## src/hdl/opdc_pkg.sv

```systemverilog
// Types and constants of the occupancy power-down controller.
// No dependencies; used by every other file but assert_macros.svh.
package opdc_pkg;

    localparam int LIGHT_W         = 4;
    localparam int LIGHT_COUNT_DEF = 4;
    localparam int LEVEL_W         = 8;
    localparam int DELAY_W         = 16;
    localparam int CFG_IDX_W       = 2;
    localparam int CFG_DATA_W      = 16;

    localparam logic [DELAY_W-1:0] OFF_DELAY_RST = 16'd5000;

    localparam logic [CFG_IDX_W-1:0] CFG_AUTO_MODE = 2'd0;
    localparam logic [CFG_IDX_W-1:0] CFG_OFF_DELAY = 2'd1;

    typedef enum logic [1:0] {
        KIND_TICK  = 2'd0,
        KIND_CHECK = 2'd1,
        KIND_CMD   = 2'd2
    } t_kind;

    typedef enum logic [1:0] {
        MEDIA_OFF     = 2'd0,
        MEDIA_ON      = 2'd1,
        MEDIA_STANDBY = 2'd2
    } t_media;

    typedef struct packed {
        logic               auto_mode;
        logic [DELAY_W-1:0] off_delay;
    } t_cfg;

    typedef struct packed {
        logic [1:0]         mode;
        logic               person;
        logic [LIGHT_W-1:0] cmd_lights;
        logic               cmd_ac_on;
        logic               cmd_ac_heat;
        logic [LEVEL_W-1:0] cmd_ac_level;
        logic [1:0]         cmd_media;
    } t_req;

    typedef struct packed {
        logic [LIGHT_W-1:0] lights;
        logic               ac_on;
        logic               ac_heat;
        logic [LEVEL_W-1:0] ac_level;
        logic [1:0]         media_mode;
        logic               sleep_pending;
        logic               media_off_pending;
        logic               ac_off_pending;
    } t_res;

endpackage

```

## src/hdl/opdc_req_if.sv

```systemverilog
// Request channel of the controller: valid/ready plus command fields.
// Depends on opdc_pkg for field widths.
interface opdc_req_if;
    logic                         valid;
    logic                         ready;
    logic [1:0]                   mode;
    logic                         person;
    logic [opdc_pkg::LIGHT_W-1:0] cmd_lights;
    logic                         cmd_ac_on;
    logic                         cmd_ac_heat;
    logic [opdc_pkg::LEVEL_W-1:0] cmd_ac_level;
    logic [1:0]                   cmd_media;

    modport source (output valid, mode, person, cmd_lights, cmd_ac_on, cmd_ac_heat,
                    cmd_ac_level, cmd_media, input ready);
    modport sink (input valid, mode, person, cmd_lights, cmd_ac_on, cmd_ac_heat,
                  cmd_ac_level, cmd_media, output ready);
endinterface

```

## src/hdl/opdc_res_if.sv

```systemverilog
// Result channel of the controller: valid/ready plus device status fields.
// Depends on opdc_pkg for field widths.
interface opdc_res_if;
    logic                         valid;
    logic                         ready;
    logic [opdc_pkg::LIGHT_W-1:0] lights;
    logic                         ac_on;
    logic                         ac_heat;
    logic [opdc_pkg::LEVEL_W-1:0] ac_level;
    logic [1:0]                   media_mode;
    logic                         sleep_pending;
    logic                         media_off_pending;
    logic                         ac_off_pending;

    modport source (output valid, lights, ac_on, ac_heat, ac_level, media_mode,
                    sleep_pending, media_off_pending, ac_off_pending, input ready);
    modport sink (input valid, lights, ac_on, ac_heat, ac_level, media_mode,
                  sleep_pending, media_off_pending, ac_off_pending, output ready);
endinterface

```

## src/hdl/opdc_cfg_regs.sv

```systemverilog
// Configuration registers: auto mode and power-down delay.
// Depends on opdc_pkg.
module opdc_cfg_regs (
    input  logic                            i_clk,
    input  logic                            i_rst_n,
    input  logic                            i_we,
    input  logic [opdc_pkg::CFG_IDX_W-1:0]  i_idx,
    input  logic [opdc_pkg::CFG_DATA_W-1:0] i_wdata,
    output opdc_pkg::t_cfg                  o_cfg
);

    logic                         r_auto_mode;
    logic [opdc_pkg::DELAY_W-1:0] r_off_delay;

    always_ff @(posedge i_clk) begin
        if (!i_rst_n) begin
            r_auto_mode <= 1'b1;
            r_off_delay <= opdc_pkg::OFF_DELAY_RST;
        end else if (i_we) begin
            unique case (i_idx)
                opdc_pkg::CFG_AUTO_MODE: r_auto_mode <= i_wdata[0];
                opdc_pkg::CFG_OFF_DELAY: r_off_delay <= i_wdata[opdc_pkg::DELAY_W-1:0];
                default: ;  // drop writes to unknown registers
            endcase
        end
    end

    assign o_cfg.auto_mode = r_auto_mode;
    assign o_cfg.off_delay = r_off_delay;

endmodule

```

## src/hdl/opdc_core.sv

```systemverilog
// Device state registers and the next-state logic for one request.
// Depends on opdc_pkg; o_res is the state after the current request.
module opdc_core #(
    parameter int LIGHT_COUNT = opdc_pkg::LIGHT_COUNT_DEF
) (
    input  logic           i_clk,
    input  logic           i_rst_n,
    input  logic           i_take,
    input  opdc_pkg::t_req i_req,
    input  opdc_pkg::t_cfg i_cfg,
    output opdc_pkg::t_res o_res
);

    localparam logic [31:0] MASK_W = (32'd1 << LIGHT_COUNT) - 32'd1;
    localparam logic [opdc_pkg::LIGHT_W-1:0] LIGHT_MASK = MASK_W[opdc_pkg::LIGHT_W-1:0];
    localparam logic [opdc_pkg::DELAY_W-1:0] DELAY_ONE  = opdc_pkg::DELAY_W'(1);

    logic [opdc_pkg::LIGHT_W-1:0] r_lights, n_lights;
    logic                         r_ac_on, n_ac_on;
    logic                         r_ac_heat, n_ac_heat;
    logic [opdc_pkg::LEVEL_W-1:0] r_ac_level, n_ac_level;
    opdc_pkg::t_media             r_media, n_media;
    logic                         r_occupied, n_occupied;
    logic [opdc_pkg::DELAY_W-1:0] r_sleep_cnt, n_sleep_cnt;
    logic [opdc_pkg::DELAY_W-1:0] r_moff_cnt, n_moff_cnt;
    logic [opdc_pkg::DELAY_W-1:0] r_acoff_cnt, n_acoff_cnt;

    logic [opdc_pkg::DELAY_W-1:0] arm_val;
    logic                         sleep_fire, moff_fire, acoff_fire;
    logic                         idle_auto;
    opdc_pkg::t_media             cmd_media;

    assign arm_val    = (i_cfg.off_delay == '0) ? DELAY_ONE : i_cfg.off_delay;
    assign sleep_fire = (r_sleep_cnt == DELAY_ONE);
    assign moff_fire  = (r_moff_cnt  == DELAY_ONE);
    assign acoff_fire = (r_acoff_cnt == DELAY_ONE);
    // room empty under auto mode, with occupancy as it stands (checks don't rearm here)
    assign idle_auto  = i_cfg.auto_mode && !r_occupied;

    always_comb begin
        unique case (i_req.cmd_media)
            opdc_pkg::MEDIA_ON:      cmd_media = opdc_pkg::MEDIA_ON;
            opdc_pkg::MEDIA_STANDBY: cmd_media = opdc_pkg::MEDIA_STANDBY;
            default:                 cmd_media = opdc_pkg::MEDIA_OFF;
        endcase
    end

    always_comb begin
        n_lights    = r_lights;
        n_ac_on     = r_ac_on;
        n_ac_heat   = r_ac_heat;
        n_ac_level  = r_ac_level;
        n_media     = r_media;
        n_occupied  = r_occupied;
        n_sleep_cnt = r_sleep_cnt;
        n_moff_cnt  = r_moff_cnt;
        n_acoff_cnt = r_acoff_cnt;
        unique case (opdc_pkg::t_kind'(i_req.mode))
            opdc_pkg::KIND_TICK: begin
                if (r_sleep_cnt != '0) n_sleep_cnt = r_sleep_cnt - DELAY_ONE;
                if (r_moff_cnt  != '0) n_moff_cnt  = r_moff_cnt - DELAY_ONE;
                if (r_acoff_cnt != '0) n_acoff_cnt = r_acoff_cnt - DELAY_ONE;
                // a sleep firing into standby suppresses a same-tick media-off firing
                if (sleep_fire && r_media == opdc_pkg::MEDIA_ON) begin
                    n_media     = opdc_pkg::MEDIA_STANDBY;
                    n_sleep_cnt = '0;
                    n_moff_cnt  = idle_auto ? arm_val : '0;
                end else if (moff_fire && r_media == opdc_pkg::MEDIA_STANDBY) begin
                    n_media     = opdc_pkg::MEDIA_OFF;
                    n_sleep_cnt = '0;
                    n_moff_cnt  = '0;
                end
                if (acoff_fire && r_ac_on) begin
                    n_ac_on     = 1'b0;
                    n_acoff_cnt = '0;
                end
            end
            opdc_pkg::KIND_CHECK: begin
                n_occupied = i_req.person;
                if (i_cfg.auto_mode) begin
                    if (!i_req.person) begin
                        n_lights = '0;
                        if (r_ac_on && r_acoff_cnt == '0) n_acoff_cnt = arm_val;
                        if (r_media == opdc_pkg::MEDIA_ON && r_sleep_cnt == '0)
                            n_sleep_cnt = arm_val;
                        if (r_media == opdc_pkg::MEDIA_STANDBY && r_moff_cnt == '0)
                            n_moff_cnt = arm_val;
                    end else begin
                        n_sleep_cnt = '0;
                        n_moff_cnt  = '0;
                        n_acoff_cnt = '0;
                    end
                end
            end
            opdc_pkg::KIND_CMD: begin
                n_lights    = i_req.cmd_lights & LIGHT_MASK;
                n_ac_on     = i_req.cmd_ac_on;
                n_ac_heat   = i_req.cmd_ac_heat;
                n_ac_level  = i_req.cmd_ac_level;
                n_acoff_cnt = (idle_auto && i_req.cmd_ac_on) ? arm_val : '0;
                n_media     = cmd_media;
                n_sleep_cnt = (idle_auto && cmd_media == opdc_pkg::MEDIA_ON) ? arm_val : '0;
                n_moff_cnt  = (idle_auto && cmd_media == opdc_pkg::MEDIA_STANDBY)
                              ? arm_val : '0;
            end
            default: ;  // unknown kind: hold state
        endcase
    end

    always_ff @(posedge i_clk) begin
        if (!i_rst_n) begin
            r_lights    <= '0;
            r_ac_on     <= 1'b0;
            r_ac_heat   <= 1'b0;
            r_ac_level  <= '0;
            r_media     <= opdc_pkg::MEDIA_OFF;
            r_occupied  <= 1'b0;
            r_sleep_cnt <= '0;
            r_moff_cnt  <= '0;
            r_acoff_cnt <= '0;
        end else if (i_take) begin
            r_lights    <= n_lights;
            r_ac_on     <= n_ac_on;
            r_ac_heat   <= n_ac_heat;
            r_ac_level  <= n_ac_level;
            r_media     <= n_media;
            r_occupied  <= n_occupied;
            r_sleep_cnt <= n_sleep_cnt;
            r_moff_cnt  <= n_moff_cnt;
            r_acoff_cnt <= n_acoff_cnt;
        end
    end

    assign o_res.lights            = n_lights;
    assign o_res.ac_on             = n_ac_on;
    assign o_res.ac_heat           = n_ac_heat;
    assign o_res.ac_level          = n_ac_level;
    assign o_res.media_mode        = n_media;
    assign o_res.sleep_pending     = (n_sleep_cnt != '0);
    assign o_res.media_off_pending = (n_moff_cnt != '0);
    assign o_res.ac_off_pending    = (n_acoff_cnt != '0);

endmodule

```

## src/hdl/opdc_out_reg.sv

```systemverilog
// Result register with valid/ready handshake.
// Depends on opdc_pkg; loads on every accepted request.
module opdc_out_reg (
    input  logic           i_clk,
    input  logic           i_rst_n,
    input  logic           i_load,
    input  opdc_pkg::t_res i_res,
    input  logic           i_ready,
    output logic           o_can_load,
    output logic           o_valid,
    output opdc_pkg::t_res o_res
);

    logic           r_valid;
    opdc_pkg::t_res r_res;

    // free when empty or being drained this cycle
    assign o_can_load = !r_valid || i_ready;

    always_ff @(posedge i_clk) begin
        if (!i_rst_n) begin
            r_valid <= 1'b0;
        end else if (i_load) begin
            r_valid <= 1'b1;
        end else if (i_ready) begin
            r_valid <= 1'b0;
        end
    end

    always_ff @(posedge i_clk) begin
        if (i_load) begin
            r_res <= i_res;
        end
    end

    assign o_valid = r_valid;
    assign o_res   = r_res;

endmodule

```

## src/hdl/occupancy_power_down_controller.sv

```systemverilog
// Channel   Dir  Handshake      Payload
// i_req     in   valid/ready    mode, person, cmd_lights, cmd_ac_*, cmd_media
// o_res     out  valid/ready    lights, ac_*, media_mode, *_pending
// i_cfg_*   in   write enable   register index, 16-bit data
// One request per cycle unless stalled; its result is registered in the next cycle.
// Throughput is set by the single state update between state and result registers.
// Synchronous active-low reset clears device state and loads default configuration.
// A stalled result blocks a new request only while o_res.ready stays low.
module occupancy_power_down_controller #(
    parameter int LIGHT_COUNT = opdc_pkg::LIGHT_COUNT_DEF
) (
    input  logic                            i_clk,
    input  logic                            i_rst_n,
    opdc_req_if.sink                        i_req,
    opdc_res_if.source                      o_res,
    input  logic                            i_cfg_we,
    input  logic [opdc_pkg::CFG_IDX_W-1:0]  i_cfg_idx,
    input  logic [opdc_pkg::CFG_DATA_W-1:0] i_cfg_wdata
);

    opdc_pkg::t_cfg cfg;
    opdc_pkg::t_req req;
    opdc_pkg::t_res core_res;
    opdc_pkg::t_res out_res;
    logic           can_load;
    logic           take;

    assign req.mode         = i_req.mode;
    assign req.person       = i_req.person;
    assign req.cmd_lights   = i_req.cmd_lights;
    assign req.cmd_ac_on    = i_req.cmd_ac_on;
    assign req.cmd_ac_heat  = i_req.cmd_ac_heat;
    assign req.cmd_ac_level = i_req.cmd_ac_level;
    assign req.cmd_media    = i_req.cmd_media;

    assign i_req.ready = can_load;
    assign take        = i_req.valid && can_load;

    opdc_cfg_regs u_cfg (
        .i_clk   (i_clk),
        .i_rst_n (i_rst_n),
        .i_we    (i_cfg_we),
        .i_idx   (i_cfg_idx),
        .i_wdata (i_cfg_wdata),
        .o_cfg   (cfg)
    );

    opdc_core #(
        .LIGHT_COUNT (LIGHT_COUNT)
    ) u_core (
        .i_clk   (i_clk),
        .i_rst_n (i_rst_n),
        .i_take  (take),
        .i_req   (req),
        .i_cfg   (cfg),
        .o_res   (core_res)
    );

    opdc_out_reg u_out (
        .i_clk      (i_clk),
        .i_rst_n    (i_rst_n),
        .i_load     (take),
        .i_res      (core_res),
        .i_ready    (o_res.ready),
        .o_can_load (can_load),
        .o_valid    (o_res.valid),
        .o_res      (out_res)
    );

    assign o_res.lights            = out_res.lights;
    assign o_res.ac_on             = out_res.ac_on;
    assign o_res.ac_heat           = out_res.ac_heat;
    assign o_res.ac_level          = out_res.ac_level;
    assign o_res.media_mode        = out_res.media_mode;
    assign o_res.sleep_pending     = out_res.sleep_pending;
    assign o_res.media_off_pending = out_res.media_off_pending;
    assign o_res.ac_off_pending    = out_res.ac_off_pending;

endmodule

```

## src/flat_wrapper.sv

```systemverilog
// flat-port wrapper written by rule: the top's interface ports become plain ports
module occupancy_power_down_controller_flat 
#(
    parameter int LIGHT_COUNT = opdc_pkg::LIGHT_COUNT_DEF
)
  (i_clk, i_rst_n, i_cfg_we, i_cfg_idx, i_cfg_wdata, i_req_valid, i_req_mode, i_req_person, i_req_cmd_lights, i_req_cmd_ac_on, i_req_cmd_ac_heat, i_req_cmd_ac_level, i_req_cmd_media, i_req_ready, o_res_valid, o_res_lights, o_res_ac_on, o_res_ac_heat, o_res_ac_level, o_res_media_mode, o_res_sleep_pending, o_res_media_off_pending, o_res_ac_off_pending, o_res_ready);
  opdc_req_if i_req_i ();
  opdc_res_if o_res_i ();
  input  logic i_clk;
  input  logic i_rst_n;
  input  logic i_cfg_we;
  input  logic [opdc_pkg::CFG_IDX_W-1:0] i_cfg_idx;
  input  logic [opdc_pkg::CFG_DATA_W-1:0] i_cfg_wdata;
  input wire logic [$bits(i_req_i.valid)-1:0] i_req_valid;
  input wire logic [$bits(i_req_i.mode)-1:0] i_req_mode;
  input wire logic [$bits(i_req_i.person)-1:0] i_req_person;
  input wire logic [$bits(i_req_i.cmd_lights)-1:0] i_req_cmd_lights;
  input wire logic [$bits(i_req_i.cmd_ac_on)-1:0] i_req_cmd_ac_on;
  input wire logic [$bits(i_req_i.cmd_ac_heat)-1:0] i_req_cmd_ac_heat;
  input wire logic [$bits(i_req_i.cmd_ac_level)-1:0] i_req_cmd_ac_level;
  input wire logic [$bits(i_req_i.cmd_media)-1:0] i_req_cmd_media;
  output wire logic [$bits(i_req_i.ready)-1:0] i_req_ready;
  output wire logic [$bits(o_res_i.valid)-1:0] o_res_valid;
  output wire logic [$bits(o_res_i.lights)-1:0] o_res_lights;
  output wire logic [$bits(o_res_i.ac_on)-1:0] o_res_ac_on;
  output wire logic [$bits(o_res_i.ac_heat)-1:0] o_res_ac_heat;
  output wire logic [$bits(o_res_i.ac_level)-1:0] o_res_ac_level;
  output wire logic [$bits(o_res_i.media_mode)-1:0] o_res_media_mode;
  output wire logic [$bits(o_res_i.sleep_pending)-1:0] o_res_sleep_pending;
  output wire logic [$bits(o_res_i.media_off_pending)-1:0] o_res_media_off_pending;
  output wire logic [$bits(o_res_i.ac_off_pending)-1:0] o_res_ac_off_pending;
  input wire logic [$bits(o_res_i.ready)-1:0] o_res_ready;
  assign i_req_i.valid = i_req_valid;
  assign i_req_i.mode = i_req_mode;
  assign i_req_i.person = i_req_person;
  assign i_req_i.cmd_lights = i_req_cmd_lights;
  assign i_req_i.cmd_ac_on = i_req_cmd_ac_on;
  assign i_req_i.cmd_ac_heat = i_req_cmd_ac_heat;
  assign i_req_i.cmd_ac_level = i_req_cmd_ac_level;
  assign i_req_i.cmd_media = i_req_cmd_media;
  assign i_req_ready = i_req_i.ready;
  assign o_res_valid = o_res_i.valid;
  assign o_res_lights = o_res_i.lights;
  assign o_res_ac_on = o_res_i.ac_on;
  assign o_res_ac_heat = o_res_i.ac_heat;
  assign o_res_ac_level = o_res_i.ac_level;
  assign o_res_media_mode = o_res_i.media_mode;
  assign o_res_sleep_pending = o_res_i.sleep_pending;
  assign o_res_media_off_pending = o_res_i.media_off_pending;
  assign o_res_ac_off_pending = o_res_i.ac_off_pending;
  assign o_res_i.ready = o_res_ready;
  occupancy_power_down_controller #(.LIGHT_COUNT(LIGHT_COUNT)) u_core (.i_clk(i_clk), .i_rst_n(i_rst_n), .i_req(i_req_i), .o_res(o_res_i), .i_cfg_we(i_cfg_we), .i_cfg_idx(i_cfg_idx), .i_cfg_wdata(i_cfg_wdata));
endmodule
```

## config.mk

```make
export PLATFORM = sky130hd
export DESIGN_NAME = occupancy_power_down_controller_flat
export DESIGN_NICKNAME = d
export VERILOG_FILES = /design/src/hdl/opdc_pkg.sv /design/src/hdl/opdc_req_if.sv /design/src/hdl/opdc_res_if.sv /design/src/hdl/opdc_cfg_regs.sv /design/src/hdl/opdc_core.sv /design/src/hdl/opdc_out_reg.sv /design/src/hdl/occupancy_power_down_controller.sv /design/src/flat_wrapper.sv
export SDC_FILE = /design/constraint.sdc
export NUM_CORES = 1
export LEC_CHECK = 0
export BUFFER_PORTS_ARGS = -buffer_cell sky130_fd_sc_hd__buf_2
export CORE_MARGIN = 2
export CORE_UTILIZATION = 30
export DETAILED_ROUTE_END_ITERATION = 12
export PLACE_DENSITY = 0.44
export SKIP_LAST_GASP = 1
export SLEW_MARGIN = 40
export SYNTH_ARGS = -nofsm -noshare
export SYNTH_HDL_FRONTEND = slang
export SYNTH_SLANG_ARGS = --single-unit
```

## constraint.sdc

```tcl
create_clock -name i_clk -period 4.65 [get_ports i_clk]
set_clock_uncertainty 0.1 [all_clocks]
set_input_delay 0.93 -clock i_clk [delete_from_list [all_inputs] [get_ports i_clk]]
set_output_delay 0.93 -clock i_clk [all_outputs]
set_load 0.005 [all_outputs]
```

=== Word level (Yosys, flattened, before mapping) ===
Cells that the tools add are included.

* Reductions and logical operators: 30
* Equality and inequality tests: 12
* Add/sub/neg operators: 3
* Muxes and demuxes: 38

{| class="wikitable"
|+ Operators by type and width
! operator !! number
|-
| $mux W16 || 22
|-
| $pmux W16 S3 || 3
|-
| $reduce_bool A16 Y1 || 6
|-
| $logic_not A16 Y1 || 4
|-
| $eq A16 B1 Y1 const B || 3
|-
| $sub A16 B1 Y16 const B || 3
|-
| $logic_and A1 B1 Y1 || 11
|-
| $eq A2 B1 Y1 const B || 5
|-
| $eq A2 B2 Y1 const B || 4
|-
| $mux W4 || 2
|-
| $mux W8 || 1
|-
| $pmux W2 S2 || 2
|-
| $pmux W4 S2 || 1
|-
| $reduce_and A2 Y1 || 3
|-
| $logic_not A2 Y1 || 2
|-
| $mux W1 || 4
|-
| $mux W2 || 2
|-
| $logic_not A1 Y1 || 2
|-
| $pmux W1 S2 || 1
|-
| $reduce_bool A2 Y1 || 1
|-
| $logic_or A1 B1 Y1 || 1
|}

* Word-level logic and storage cells: 103
* Register bits: 102
* Output and inout port bits: 21

=== Logic depth before layout (Yosys ltp) ===
Gate-level depths: netlist (run 1).

* Word-level depth: 7
* Gate-level depth with buffers: 12
* Gate-level depth less buffers: 10

=== Cells and area by module ===
Synthesis (run 1) repeated with hierarchy kept, for this count alone.

* Cells, all modules: 836
* Area total of the unflattened synthesis: 6879.1 µm²

{| class="wikitable"
|+ By module, submodules not included
! module !! area an instance (µm²) !! cells an instance !! instances
|-
| opdc_core || 5530.3 || 736 || 1
|-
| opdc_cfg_regs || 723.2 || 76 || 1
|-
| opdc_out_reg || 619.3 || 23 || 1
|-
| occupancy_power_down_controller || 6.3 || 1 || 1
|}

=== Worst setup path after synthesis (run 1) ===
OpenSTA, ideal clock, no wires.

* Kind: input-to-reg
* Start point: in i_req_mode[1]
* End point: reg u_core.u_out.r_res (netlist bit u_core.u_out.o_res[2]), data pin
* Cell stages on the path: 11
* Data required time: 4.278 ns
* Setup time: 0.272 ns
* Setup slack: 1.301 ns
* Arrival time: 2.977 ns
* Cells stage by stage: inv_1 -> ha_1 -> a21boi_0 -> or2_2 -> clkbuf_1 -> o21ai_1 -> o31ai_1 -> a221oi_1 -> nand4_1 -> nor4_1 -> nand4_1

{| class="wikitable"
|+ RTL lines
! element !! line !! RTL
|-
| from (decl) || flat_wrapper.sv:15 || <nowiki>input wire logic [$bits(i_req_i.mode)-1:0] i_req_mode;</nowiki>
|-
| to (signal assigned) || opdc_out_reg.sv:32 || <nowiki>r_res <= i_res;</nowiki>
|-
| to (decl) || opdc_out_reg.sv:15 || <nowiki>opdc_pkg::t_res r_res;</nowiki>
|}

==> results of run 1 <==
==> layer usage <==
metal / share of wire [%] / vias up / wire length, µm / global-route usage, %
met4: 4.1 / 0 / 1010 / 9.53
met2: 43 / 288 / 10800 / 33.7
li1: - / 3117 / - / -
met5: 0 / - / 0 / 0
met3: 7.6 / 62 / 1890 / 4.37
met1: 45 / 3208 / 11100 / 29.4
==> area by class of cell <==
type / count / area share [%]
Clock inverter: 6 / 0.729
Clock buffer: 10 / 3.10
Tap cell: 275 / 4.66
Sequential cell: 102 / 30.2
Timing Repair Buffer: 74 / 5.68
Multi-Input combinational cell: 635 / 54.5
Inverter: 22 / 1.14
==> per-stage QoR <==
| step | area [µm²] | hold WS (ps) | utilization [%] | power, mW |
|---|---|---|---|---|
| after global routing | 7380 | 399 | 34.9 | 2.53 |
| after floorplan | 6520 | 338 | - | 1.44 |
| after global placement | 7090 | 350 | 33.5 | 1.67 |
| final | 7380 | 366 | 34.9 | 2.40 |
| after CTS | 7370 | 372 | 34.8 | 2.41 |
| after detailed placement | 7090 | 360 | 33.5 | 1.65 |
==> critical path, cell delays in order (launching register included) <==
cell	delay [ps]
sky130_fd_sc_hd__dfxtp_1	390
sky130_fd_sc_hd__nor3_1	480
sky130_fd_sc_hd__nand2_1	320
sky130_fd_sc_hd__o22ai_2	750
sky130_fd_sc_hd__buf_4	280
sky130_fd_sc_hd__nand2b_1	280
sky130_fd_sc_hd__nor3_1	120
sky130_fd_sc_hd__a221o_1	320
sky130_fd_sc_hd__nor4_1	300
sky130_fd_sc_hd__nand4_1	130
==> flip-flops by register name (all words and copies together), names as in the netlist <==
signal / count
u_core.u_out.o_valid: 1
u_core.u_core.r_ac_on: 1
u_core.u_out.o_res: 19
u_core.u_cfg.r_off_delay: 16
u_core.u_core.r_sleep_cnt: 16
u_core.u_core.r_media: 2
u_core.u_core.r_moff_cnt: 16
u_core.u_core.r_lights: 4
u_core.u_core.r_ac_heat: 1
u_core.u_cfg.r_auto_mode: 1
u_core.u_core.r_occupied: 1
u_core.u_core.r_ac_level: 8
u_core.u_core.r_acoff_cnt: 16
==> cells by family after synthesis <==
kind of cell / Yosys count
fa+ha+maj: 12
simple gates: 388
buf+inv: 67
flops: 102
compound gates: 224
mux: 11
==> report_power, final <==
part / switching [mW] / internal [mW] / leakage, nW / total, mW
sequential: 0.0842 / 0.958 / 0.866 / 1.04
combinational: 0.380 / 0.227 / 1.99 / 0.607
clock: 0.375 / 0.373 / 0.141 / 0.748
==> layout by cell type (no fill, tap or decap), types with 9 or more instances in the layout <==
| cell type | count |
|---|---|
| sky130_fd_sc_hd__nor4_1 | 21 |
| sky130_fd_sc_hd__dfxtp_1 | 83 |
| sky130_fd_sc_hd__nand3_1 | 32 |
| sky130_fd_sc_hd__nand2b_1 | 9 |
| sky130_fd_sc_hd__nor2b_1 | 17 |
| sky130_fd_sc_hd__a21oi_1 | 22 |
| sky130_fd_sc_hd__clkbuf_16 | 9 |
| sky130_fd_sc_hd__o211a_1 | 29 |
| sky130_fd_sc_hd__ha_1 | 12 |
| sky130_fd_sc_hd__a221oi_1 | 17 |
| sky130_fd_sc_hd__a21boi_0 | 30 |
| sky130_fd_sc_hd__buf_4 | 11 |
| sky130_fd_sc_hd__nor3_1 | 30 |
| sky130_fd_sc_hd__nor2_1 | 60 |
| sky130_fd_sc_hd__a22oi_1 | 12 |
| sky130_fd_sc_hd__nand4_1 | 12 |
| sky130_fd_sc_hd__nor3b_1 | 16 |
| sky130_fd_sc_hd__mux2_2 | 9 |
| sky130_fd_sc_hd__edfxtp_1 | 19 |
| sky130_fd_sc_hd__nand2_1 | 131 |
| sky130_fd_sc_hd__inv_1 | 19 |
| sky130_fd_sc_hd__o21ai_0 | 38 |
| sky130_fd_sc_hd__buf_2 | 61 |
==> synthesized netlist by cell type, drive strengths merged, types with 5 or more instances <==
library cell / number
edfxtp: 19
buf: 12
nor2b: 17
a31oi: 8
nand4: 13
nand2b: 9
a21oi: 23
o211ai: 5
o21ai: 43
nand3: 32
a21boi: 30
and4: 6
a22oi: 12
inv: 20
a221oi: 18
mux2: 9
and2: 5
nor3b: 16
or4: 7
nor3: 32
o211a: 29
nor4b: 8
dfxtp: 83
nand2: 131
nor2: 61
o32ai: 6
o31ai: 7
or2: 6
a22o: 5
ha: 12
nor4: 23
clkbuf: 33
and3: 6
==> path summary, 6_finish.rpt <==
| kind | startpoint | end |
|---|---|---|
| max reg2reg | u_core.u_core.r_sleep_cnt[8] | u_core.u_out.o_res[1] |
| min reg2reg | u_core.u_core.r_ac_level[6] | u_core.u_core.r_ac_level[6] |
| max | u_core.u_core.r_sleep_cnt[8] | u_core.u_out.o_res[1] |
| min | u_core.u_core.r_ac_level[6] | u_core.u_core.r_ac_level[6] |
==> metrics list, run 1 <==
- Worst IR drop on VDD: 0.151 mV
- Cts bufs inserted: 9
* Main combinational cell family by area after synthesis: simple AND/OR/NAND/NOR gates
- Counting flops with a built-in enable in the synthesized netlist gives 19.
- The worst path in the final design needs a cycle of 3760 ps, including I/O delays and setup.
- During placement, the flow inserted port buffers numbering a little over 60.
* Detailed Route WL: around 25000 µm
* DIE AREA: 22900 µm²
* Multi-input gate area in the final layout: 4020 µm²
- Per-instance average area after synthesis: 8.11 µm²
- Global routing finished with a remaining overflow of 0.
- PwrDens: 325 nW/µm²
- In this run the worst path has a maximum fanout of 15.
- Share of the cycle needed by the critical path after routing: 80.9%
* Non-filler instance count after layout: 1124
- The first detailed-routing pass ran for 5 iterations.
* Boundary pin count: 63
- Proportion of synthesized chip area in sequential cells: 34.2%
- Buffers added to address setup during post-CTS repair amount to 0.
- Clock-pin slew was measured on the worst setup and hold paths at 80 ps.
- Share of synthesized cell area in and, or, nand and nor gates: a little under a third
- Row cnt: 53
- Number of DRC violations after detailed-routing iteration 0: around 630
- Ratio of cells with drive above 1 in the final layout: 14.4%
- Syn-to-layout area delta: 13.2%
- Average detailed-routed wire length per instance: 22.1 µm
* Hold Crit Class: flip-flop to flip-flop
- Summing the areas of all compound-gate instances in the mapped netlist gives about a quarter of the synthesized area.
- In this run the clock root is driven by a sky130_fd_sc_hd__clkbuf_16.
- Leakage power summed over all cells: 2.99 nW
- Area of the placeable core: roughly 21000 µm²
- Pin count of the biggest net entering global routing: 84
* Routability Congestion: 0.942
* Setup repair after global routing missed its margin: false
- Headroom to the max-slew limit came out at 40.1%.
* Die width: 151 µm
- When the netlist entered floorplanning its net count stood at 858.
* Wire length of the first global-routing pass: 37700 µm
- Across all setup checks in the final design, the least slack found is roughly 890 ps.
- The count of final hold-check violations is 0.
* Worst Max-Slew Pin Slew: 890 ps
- Count of cells along the worst register-to-register path: 9
- The floorplan step set the die height to 151 µm.
- Detail-routed via count per cell: 5.94
- At the worst endpoint, the arrival time is 3760 ps.
- Total of warnings raised by yosys: 0
- Initial core utilization: 30.8%
- Based on the critical path, the design can be clocked at up to 0.266 GHz.
- The final layout contains 898 nets.
* Clk Latency, worst-skew pair: 360 ps
* Fraction of post-synthesis cell area in the top cell type by area: 25.5%
- CTS tree: done
* Number of endpoints failing setup at the final stage: 0
- Number of pins exceeding their max-slew limit in the final report: 0
- Via count of the first global-routing pass: 6306
- The synthesized netlist devotes 0% of its cell area to XOR and XNOR gates.
- Critical Path Source Type: flip-flop
- For this run, asynchronously set or reset flops after synthesis account for 0%.
* Multiplexer share of the synthesized area: 1.86%
- Top flip-flop cell by instance count after synthesis: sky130_fd_sc_hd__dfxtp_1
- Instance count along the most critical hold path: 2
- After technology mapping, the gate count stands at 804.
- Clock buffer depth: 2
* Library cells used by synthesis: 80
- After legalization and detailed placement, the total HPWL measured 17900 µm.
- Area leader, netlist: sky130_fd_sc_hd__dfxtp_1
* Count of hold buffers inserted by post-cts repair: 0
- Run status: completed
* TNS Setup: 0 ps
- The worst setup path is captured at a flip-flop.
- Of the total synthesized cell area, the portion taken by full adders, half adders and majority gates is 2.30%.
- After detailed routing, the number of remaining DRC violations is 0.
- Summing all flip-flop and latch instances after layout gives between 2000 and 2500 µm².
* CP Class: flip-flop to flip-flop
* Count of state elements after synthesis: 102
* Synth top area cells: sky130_fd_sc_hd__dfxtp_1, sky130_fd_sc_hd__edfxtp_1, sky130_fd_sc_hd__nand2_1
- The number of antenna diodes in the final layout is 0.
- Once the clock tree was built, the resizer swapped 0 gates to a different size.
- Max-cap check violation count: 0
* Number of H-tree levels: 3
* Critical Path RT: 4650 ps
- In this run, placement finished with an instance count of 1108.
- Prior to clock tree synthesis, the placed netlist has a worst setup slack of 684 ps.
- The routed layout has 6675 vias.
- Post-synth design cell area: 6520 µm²
- Register-to-register path setup slack: 890 ps
- Total of fill cells in the finished design: 2259
- Number of antenna violations at the first check in global routing: 0
- Count of nets left with antenna violations after detail routing: 0
* Total global-route track usage: 21.8%
- The clock net in this run drives a total of approximately 100 sinks.
Note: power is estimated with default switching activity, not from simulation.
==> run 2: changes to the inputs <==
--- a/config.mk
+++ b/config.mk
@@ -9,7 +9,7 @@
 export CORE_MARGIN = 2
 export CORE_UTILIZATION = 30
 export DETAILED_ROUTE_END_ITERATION = 12
-export PLACE_DENSITY = 0.44
+export PLACE_DENSITY = 0.46
 export SKIP_LAST_GASP = 1
 export SLEW_MARGIN = 40
 export SYNTH_ARGS = -nofsm -noshare
==> constraint.sdc (replaced) <==
create_clock -name i_clk -period 3.38 [get_ports i_clk]
set_clock_uncertainty 0.1 [all_clocks]
set_input_delay 0.676 -clock i_clk [delete_from_list [all_inputs] [get_ports i_clk]]
set_output_delay 0.676 -clock i_clk [all_outputs]
set_load 0.005 [all_outputs]
==> metrics list, run 2 (synthesis results as in run 1) <==
- The run finished, with violations left.
- Violated checks: DRC
- Time the worst path needs with I/O delays and setup: around 3200 ps
* Clk Latency, worst-skew pair: 360 ps
- Number of endpoints failing setup at the final stage: 0
- Registers take 2230 µm².
- Setup repair after global routing missed its margin: false
- The floorplan has 53 rows.
* Total Nets Final: 964
- The register with the most flip-flops in the layout has 19 of them.
- Arrival @ worst endpoint: ~3200 ps
- The count of final max-slew check failures came to 0.
- Buffers inserted during clock tree synthesis total 9.
- Total congestion overflow after global routing: 0
- No sink is reached through more buffers than the 2 on the longest clock path.
- Clock Root Buffer: sky130_fd_sc_hd__clkbuf_16
* Multi-input gate area in the final layout: 4020 µm²
* Setup Buffers After CTS: 0
- Detail-routed via count per cell: about 5.6
* Timing-limited maximum frequency: approximately 0.31 GHz
* Die extent in y: ~150 µm
- Most frequent cells in the layout: sky130_fd_sc_hd__nand2_1, sky130_fd_sc_hd__dfxtp_1, sky130_fd_sc_hd__buf_4
* Worst R2R Start: u_core.u_core.r_sleep_cnt[0]
- Largest fanout on the critical path: 5
* Ratio of cells with drive above 1 in the final layout: around 21%
* Die width: 151 µm
- Share of the cycle needed by the critical path after routing: a little over nine tenths
* Critical Path Source Type: flip-flop
- Diodes inserted: 0
- The wire-length estimate of the detail-placed layout is between 15000 and 20000 µm.
- Fill cells in the final layout number 2211.
* Number of vias after detailed routing: between 6000 and 7000
* Worst hold path startpoint: u_core.u_core.r_ac_level[3]
- End point of the most critical hold path: u_core.u_core.r_ac_level[3]
* Worst setup slack after layout: roughly 180 ps
- Counting instances, the worst hold path has a depth of 2.
* Max_slew headroom: slightly below 50%
- Worst IR drop on VDD: 0.204 mV
- The worst setup path is captured at a flip-flop.
- Syn-to-layout area delta: 21.5%
- Max-cap check violation count: 0
- The floorplan step defined a die boundary enclosing 22900 µm².
* Count of nets left with antenna violations after detail routing: 0
- Non-filler instance count after layout: 1190
* Number of antenna violations at the first check in global routing: 0
- Boundary pin count: 63
* Area of the placeable core: 21200 µm²
- At the pin with the least slew margin, the transition time is 759 ps.
- Counting tap cells, the placed design contains a total of 1174 instances.
- Clock Pin Slew Worst Setup and Hold Paths: 80 ps
* CP Class: flip-flop to flip-flop
* Leading cell type in the layout, fill and taps excluded: sky130_fd_sc_hd__nand2_1
- Count of cells along the worst register-to-register path: 10
- The worst register-to-register path ends at u_core.u_out.o_res[2].
- Leakage power summed over all cells: around 3.3 nW
- Initial core utilization: 30.8%
- Detailed Route WL: 23700 µm
* Total Power: between 3 and 4 mW
* Routability Congestion: 0.980
- After detailed routing, the average wire length per cell comes to 19.9 µm.
* Wire length of the first global-routing pass: 36800 µm
* First drt pass iteration count: 10
* PwrDens: around 440 nW/µm²
* Total global-route track usage: between 20% and 30%
- The tree built by TritonCTS fans out to 102 sinks.
- Setup total negative slack on the finished layout was measured at 0 ps.
- Count of input and output buffers: 62
- In this run the register-to-register setup slack is 180 ps.
- After detailed routing, the number of remaining DRC violations is 1.
- Data on the critical path is required at its endpoint by 3370 ps.
* Hold Vio Cnt, Final: 0
- CTS tree: done
- Number of H-tree levels: 3
- Post-route worst hold slack: between 300 and 400 ps
* Pin count of the biggest net entering global routing: 47
- The via count of the first global-routing pass was around 6400.
- Hold Crit Class: flip-flop to flip-flop
- Number of DRC violations after detailed-routing iteration 0: 618
* Placement Setup Slack: 32.2 ps
[run 2: cell count changes in the layout (fill, tap and decap cells not counted), sizes merged]
cell	previous run	this run
buf	74	140
inv	22	23
clkbuf	10	9
clkinv	6	5
bufinv	0	1
[run 2: per-layer routing]
layer | GRT usage (%) | vias up | share of wire [%]
li1 | - | 3248 | -
met1 | 29.9 | 3132 | 48
met2 | 32.1 | 250 | 43
met3 | 3.07 | 50 | 6.0
met4 | 7.57 | 0 | 3.1
met5 | 0 | - | 0
[run 2: per-stage QoR]
step | instance area, µm² | utilization, %
after floorplan | 6520 | -
after global placement | 7600 | 35.9
after detailed placement | 7600 | 35.9
after CTS | 7910 | 37.4
after global routing | 7920 | 37.4
final | 7920 | 37.4
[run 2: layout make-up]
| class | count | area share [%] |
|---|---|---|
| Inverter | 22 | 1.06 |
| Tap cell | 275 | 4.34 |
| Clock buffer | 9 | 2.84 |
| Clock inverter | 7 | 0.979 |
| Sequential cell | 102 | 28.2 |
| Timing Repair Buffer | 140 | 11.8 |
| Multi-Input combinational cell | 635 | 50.8 |
[run 2: power by group]
| group | switching (mW) | leakage, nW | internal [mW] | total, mW |
|---|---|---|---|---|
| Sequential | 0.0915 | 0.866 | 1.32 | 1.41 |
| Clock | 0.512 | 0.149 | 0.586 | 1.10 |
| Combinational | 0.548 | 2.31 | 0.391 | 0.939 |
| Total | 1.15 | 3.32 | 2.30 | 3.45 |
[run 2: worst max-delay path by stage]
stage                                             from                     to  slack (ps)  depth (start not counted)
final                     u_core.u_core.r_sleep_cnt[0]  u_core.u_out.o_res[2]         180                         10
after global routing      u_core.u_core.r_sleep_cnt[0]  u_core.u_out.o_res[2]           7                         10
after CTS                 u_core.u_core.r_sleep_cnt[0]  u_core.u_out.o_res[2]          60                         10
after detailed placement                 i_req_mode[1]  u_core.u_out.o_res[1]          30                         11
after global placement                   i_req_mode[1]  u_core.u_out.o_res[1]          70                         11
after floorplan                          i_req_mode[1]  u_core.u_out.o_res[2]         280                         11
[run 2: critical path: stages, from the launching register on]
cell                       delay, ps
sky130_fd_sc_hd__dfxtp_1         340
sky130_fd_sc_hd__inv_1            60
sky130_fd_sc_hd__ha_1            210
sky130_fd_sc_hd__or3b_2          510
sky130_fd_sc_hd__a311o_1         410
sky130_fd_sc_hd__nor3_1          220
sky130_fd_sc_hd__o31ai_1         110
sky130_fd_sc_hd__a221oi_2        360
sky130_fd_sc_hd__nand4_1         170
sky130_fd_sc_hd__nor4_2          290
sky130_fd_sc_hd__nand4_1         130
[run 2: what timing repair did]
action	4_1_cts	5_1_grt
setup endpoints to repair	0	1
hold buffers	0	0
endpoints found under the hold margin	0	0
gates resized for setup	0	2
==> run 3: changes to the inputs <==
--- a/config.mk
+++ b/config.mk
@@ -7,9 +7,10 @@
 export LEC_CHECK = 0
 export BUFFER_PORTS_ARGS = -buffer_cell sky130_fd_sc_hd__buf_2
 export CORE_MARGIN = 2
-export CORE_UTILIZATION = 30
+export CORE_UTILIZATION = 54
 export DETAILED_ROUTE_END_ITERATION = 12
-export PLACE_DENSITY = 0.46
+export PLACE_DENSITY = 0.85
+export RECOVER_POWER = 50
 export SKIP_LAST_GASP = 1
 export SLEW_MARGIN = 40
 export SYNTH_ARGS = -nofsm -noshare
==> metrics list, run 3 (synthesis results as in run 1) <==
- The library cells used most frequently in the layout, excluding fill and tap cells, are sky130_fd_sc_hd__nand2_1, sky130_fd_sc_hd__dfxtp_1, sky130_fd_sc_hd__buf_4.
- Leading cell type in the layout, fill and taps excluded: sky130_fd_sc_hd__nand2_1
- Pin count of the biggest net entering global routing: 37
- The count of final hold-check violations came to 0.
- Syn-to-layout area delta: 16.9%
- After legalization and detailed placement, the total HPWL measured between 15000 and 20000 µm.
- After the last flow step, the layout net total stands at 954.
- The clock drives 102 sinks.
- TritonCTS created 9 clock buffers.
- In this run, the clock network consumes between 30% and 40% of the power.
- Largest fanout on the critical path: 5
* Clock buffer depth: 2
* Run status: finished with violations
* Non-Filler Cell Area, Final: 7620 µm²
* Critical Path Source Type: flip-flop
- The count of final max-slew check failures came to 34.
* Number of DRC violations after detailed-routing iteration 0: just under 1000
- The number of placed instances, taps included, is 1036.
- The analysis attributes to net switching a power of about 1.1 mW.
* Hold Crit Class: flip-flop to flip-flop
* PwrDens: around 440 nW/µm²
- For the worst setup path, the data required time is 3380 ps.
* Wire length of the first global-routing pass: 33400 µm
* Total of fill cells in the finished design: 1047
* Row cnt: 40
- Cells with a size suffix above 1 make up 18.1% of the layout.
- Number of antenna violations at the first check in global routing: 0
* Max_slew headroom: -0.512%
- Initial core utilization: 54.7%
- Derived from the worst setup path, the maximum achievable clock frequency is 0.317 GHz.
- The tightest hold path in the finished design has a slack of 368 ps.
- STA classifies the critical path endpoint as a flip-flop.
- The number of antenna diodes in the final layout is 0.
* Total Power: 3.36 mW
- Grt met3 use: 4.99%
- For the pin with the worst max-slew slack, the measured transition is 1510 ps.
* Average detailed-routed wire length per instance: 20.4 µm
* Arrival @ worst endpoint: approximately 3200 ps
- Count of nets left with antenna violations after detail routing: 0
- Of the total power, combinational logic draws 27.0%.
* Number of DRC violations after detailed routing: 0
- Total cell area at the placement stage: 7340 µm²
- Detailed routing inserted a total of 6991 vias.
* Via count of the first global-routing pass: 6355
- In this run, flip-flops and latches consume 42.3% of the power.
* Setup repair after global routing missed its margin: false
* Total congestion overflow after global routing: 0
- After clock tree synthesis, the clock-pin slew on the worst setup and hold paths is about 70 ps.
- In the routed layout, each cell is associated on average with a via count of 6.65.
- Cell-internal power: 2.21 mW
- The register with the most flip-flops in the layout has 19 of them.
- In this run the tool buffered the top-level ports with 62 buffer cells.
- For this run, the total global-route usage over all layers was measured as around 33%.
- Boundary pin count: 63
- Leakage power summed over all cells: 3.21 nW
- Die extent in y: around 110 µm
* Clk Latency, worst-skew pair: ~360 ps
- Non-filler instance count after layout: 1052
- Max-cap check violation count: 1
- The first TritonRoute pass finished after 9 iterations.
- Global routing met1 resource utilization: between 40% and 50%
- TritonCTS built the clock tree.
* Routability Congestion: 1.03
- Number of endpoints failing setup at the final stage: 0
* Detailed Route WL: roughly 21000 µm
- Switching power share of the total: approximately 34%
- The die covers roughly 13000 µm².
* Share of the cycle needed by the critical path after routing: 93.3%
- Area of the placeable core: 11900 µm²
* Die width: roughly 110 µm
- GR met2 Demand/Resource: 51.9%
* TNS Setup: 0 ps
* Number of H-tree levels: 3
- Time the worst path needs with I/O delays and setup: 3150 ps
* Worst IR drop on VDD: 0.278 mV
- The critical path is of the flip-flop to flip-flop type.
* Most used routing layer: met2
- The checks that failed: capacitance limit, slew limit.
* Clock Root Buffer: sky130_fd_sc_hd__clkbuf_16
## run 3: cell types whose count changed in the layout (fill, tap and decap cells not counted), sizes merged
cell,delta
buf,-27
bufinv,-1
clkbuf,+17
clkinv,+1
clkinvlp,+1
inv,-1
## run 3: final timing paths
check,start,depth (start not counted),slack [ps],end
setup reg to reg,u_core.u_core.r_moff_cnt[0],10,230,u_core.u_out.o_res[1]
hold / removal,u_core.u_core.r_ac_level[6],2,370,u_core.u_core.r_ac_level[6]
hold reg to reg,u_core.u_core.r_ac_level[6],2,370,u_core.u_core.r_ac_level[6]
setup / recovery,u_core.u_core.r_moff_cnt[0],10,230,u_core.u_out.o_res[1]
## run 3: layout make-up
cell class / count / area, µm² / area share [%]
Clock buffer: 9 / 225 / 2.95
Sequential cell: 102 / 2230 / 29.3
Timing Repair Buffer: 130 / 785 / 10.3
Clock inverter: 7 / 68.8 / 0.903
Multi-Input combinational cell: 635 / 4040 / 53.1
Inverter: 22 / 83.8 / 1.10
Tap cell: 147 / 184 / 2.41
## run 3: power by group through the flow
stage / Sequential [mW] / Clock [mW] / Combinational, mW
after floorplan: 1.41 / 0 / 0.575
after global routing: 1.43 / 1.09 / 0.979
final: 1.42 / 1.03 / 0.907
after detailed placement: 1.44 / 0 / 0.877
after global placement: 1.44 / 0 / 0.879
after CTS: 1.41 / 1.04 / 0.886
## run 3: worst max-delay path, stage by stage (launching register included)
cell                      delay [ps]
sky130_fd_sc_hd__dfxtp_1         310
sky130_fd_sc_hd__inv_1           110
sky130_fd_sc_hd__ha_1            170
sky130_fd_sc_hd__nor4b_2         520
sky130_fd_sc_hd__nand2_1         230
sky130_fd_sc_hd__o21ai_4         190
sky130_fd_sc_hd__o32ai_1         100
sky130_fd_sc_hd__a221o_1         320
sky130_fd_sc_hd__or3_1           380
sky130_fd_sc_hd__nor4_1          300
sky130_fd_sc_hd__nand4_1         130
## run 3: per-layer routing
layer	up-vias	share of wire (%)
li1	3230	-
met1	3221	40
met2	463	44
met3	77	11
met4	0	4.5
met5	-	0
## run 3: repair_timing
action / CTS / global route
gates resized for setup: 0 / 4
buffers inserted: 0 / 0
endpoints found under the setup margin: 0 / 2
hold buffers: 0 / 0
## run 3: stage by stage
step                utilization (%)  setup WS (ps)
floorplan                         -            285
global placement               61.7            124
detailed placement             61.7            114
CTS                            64.1            223
global route                   64.0           6.76
finish                         64.0            227
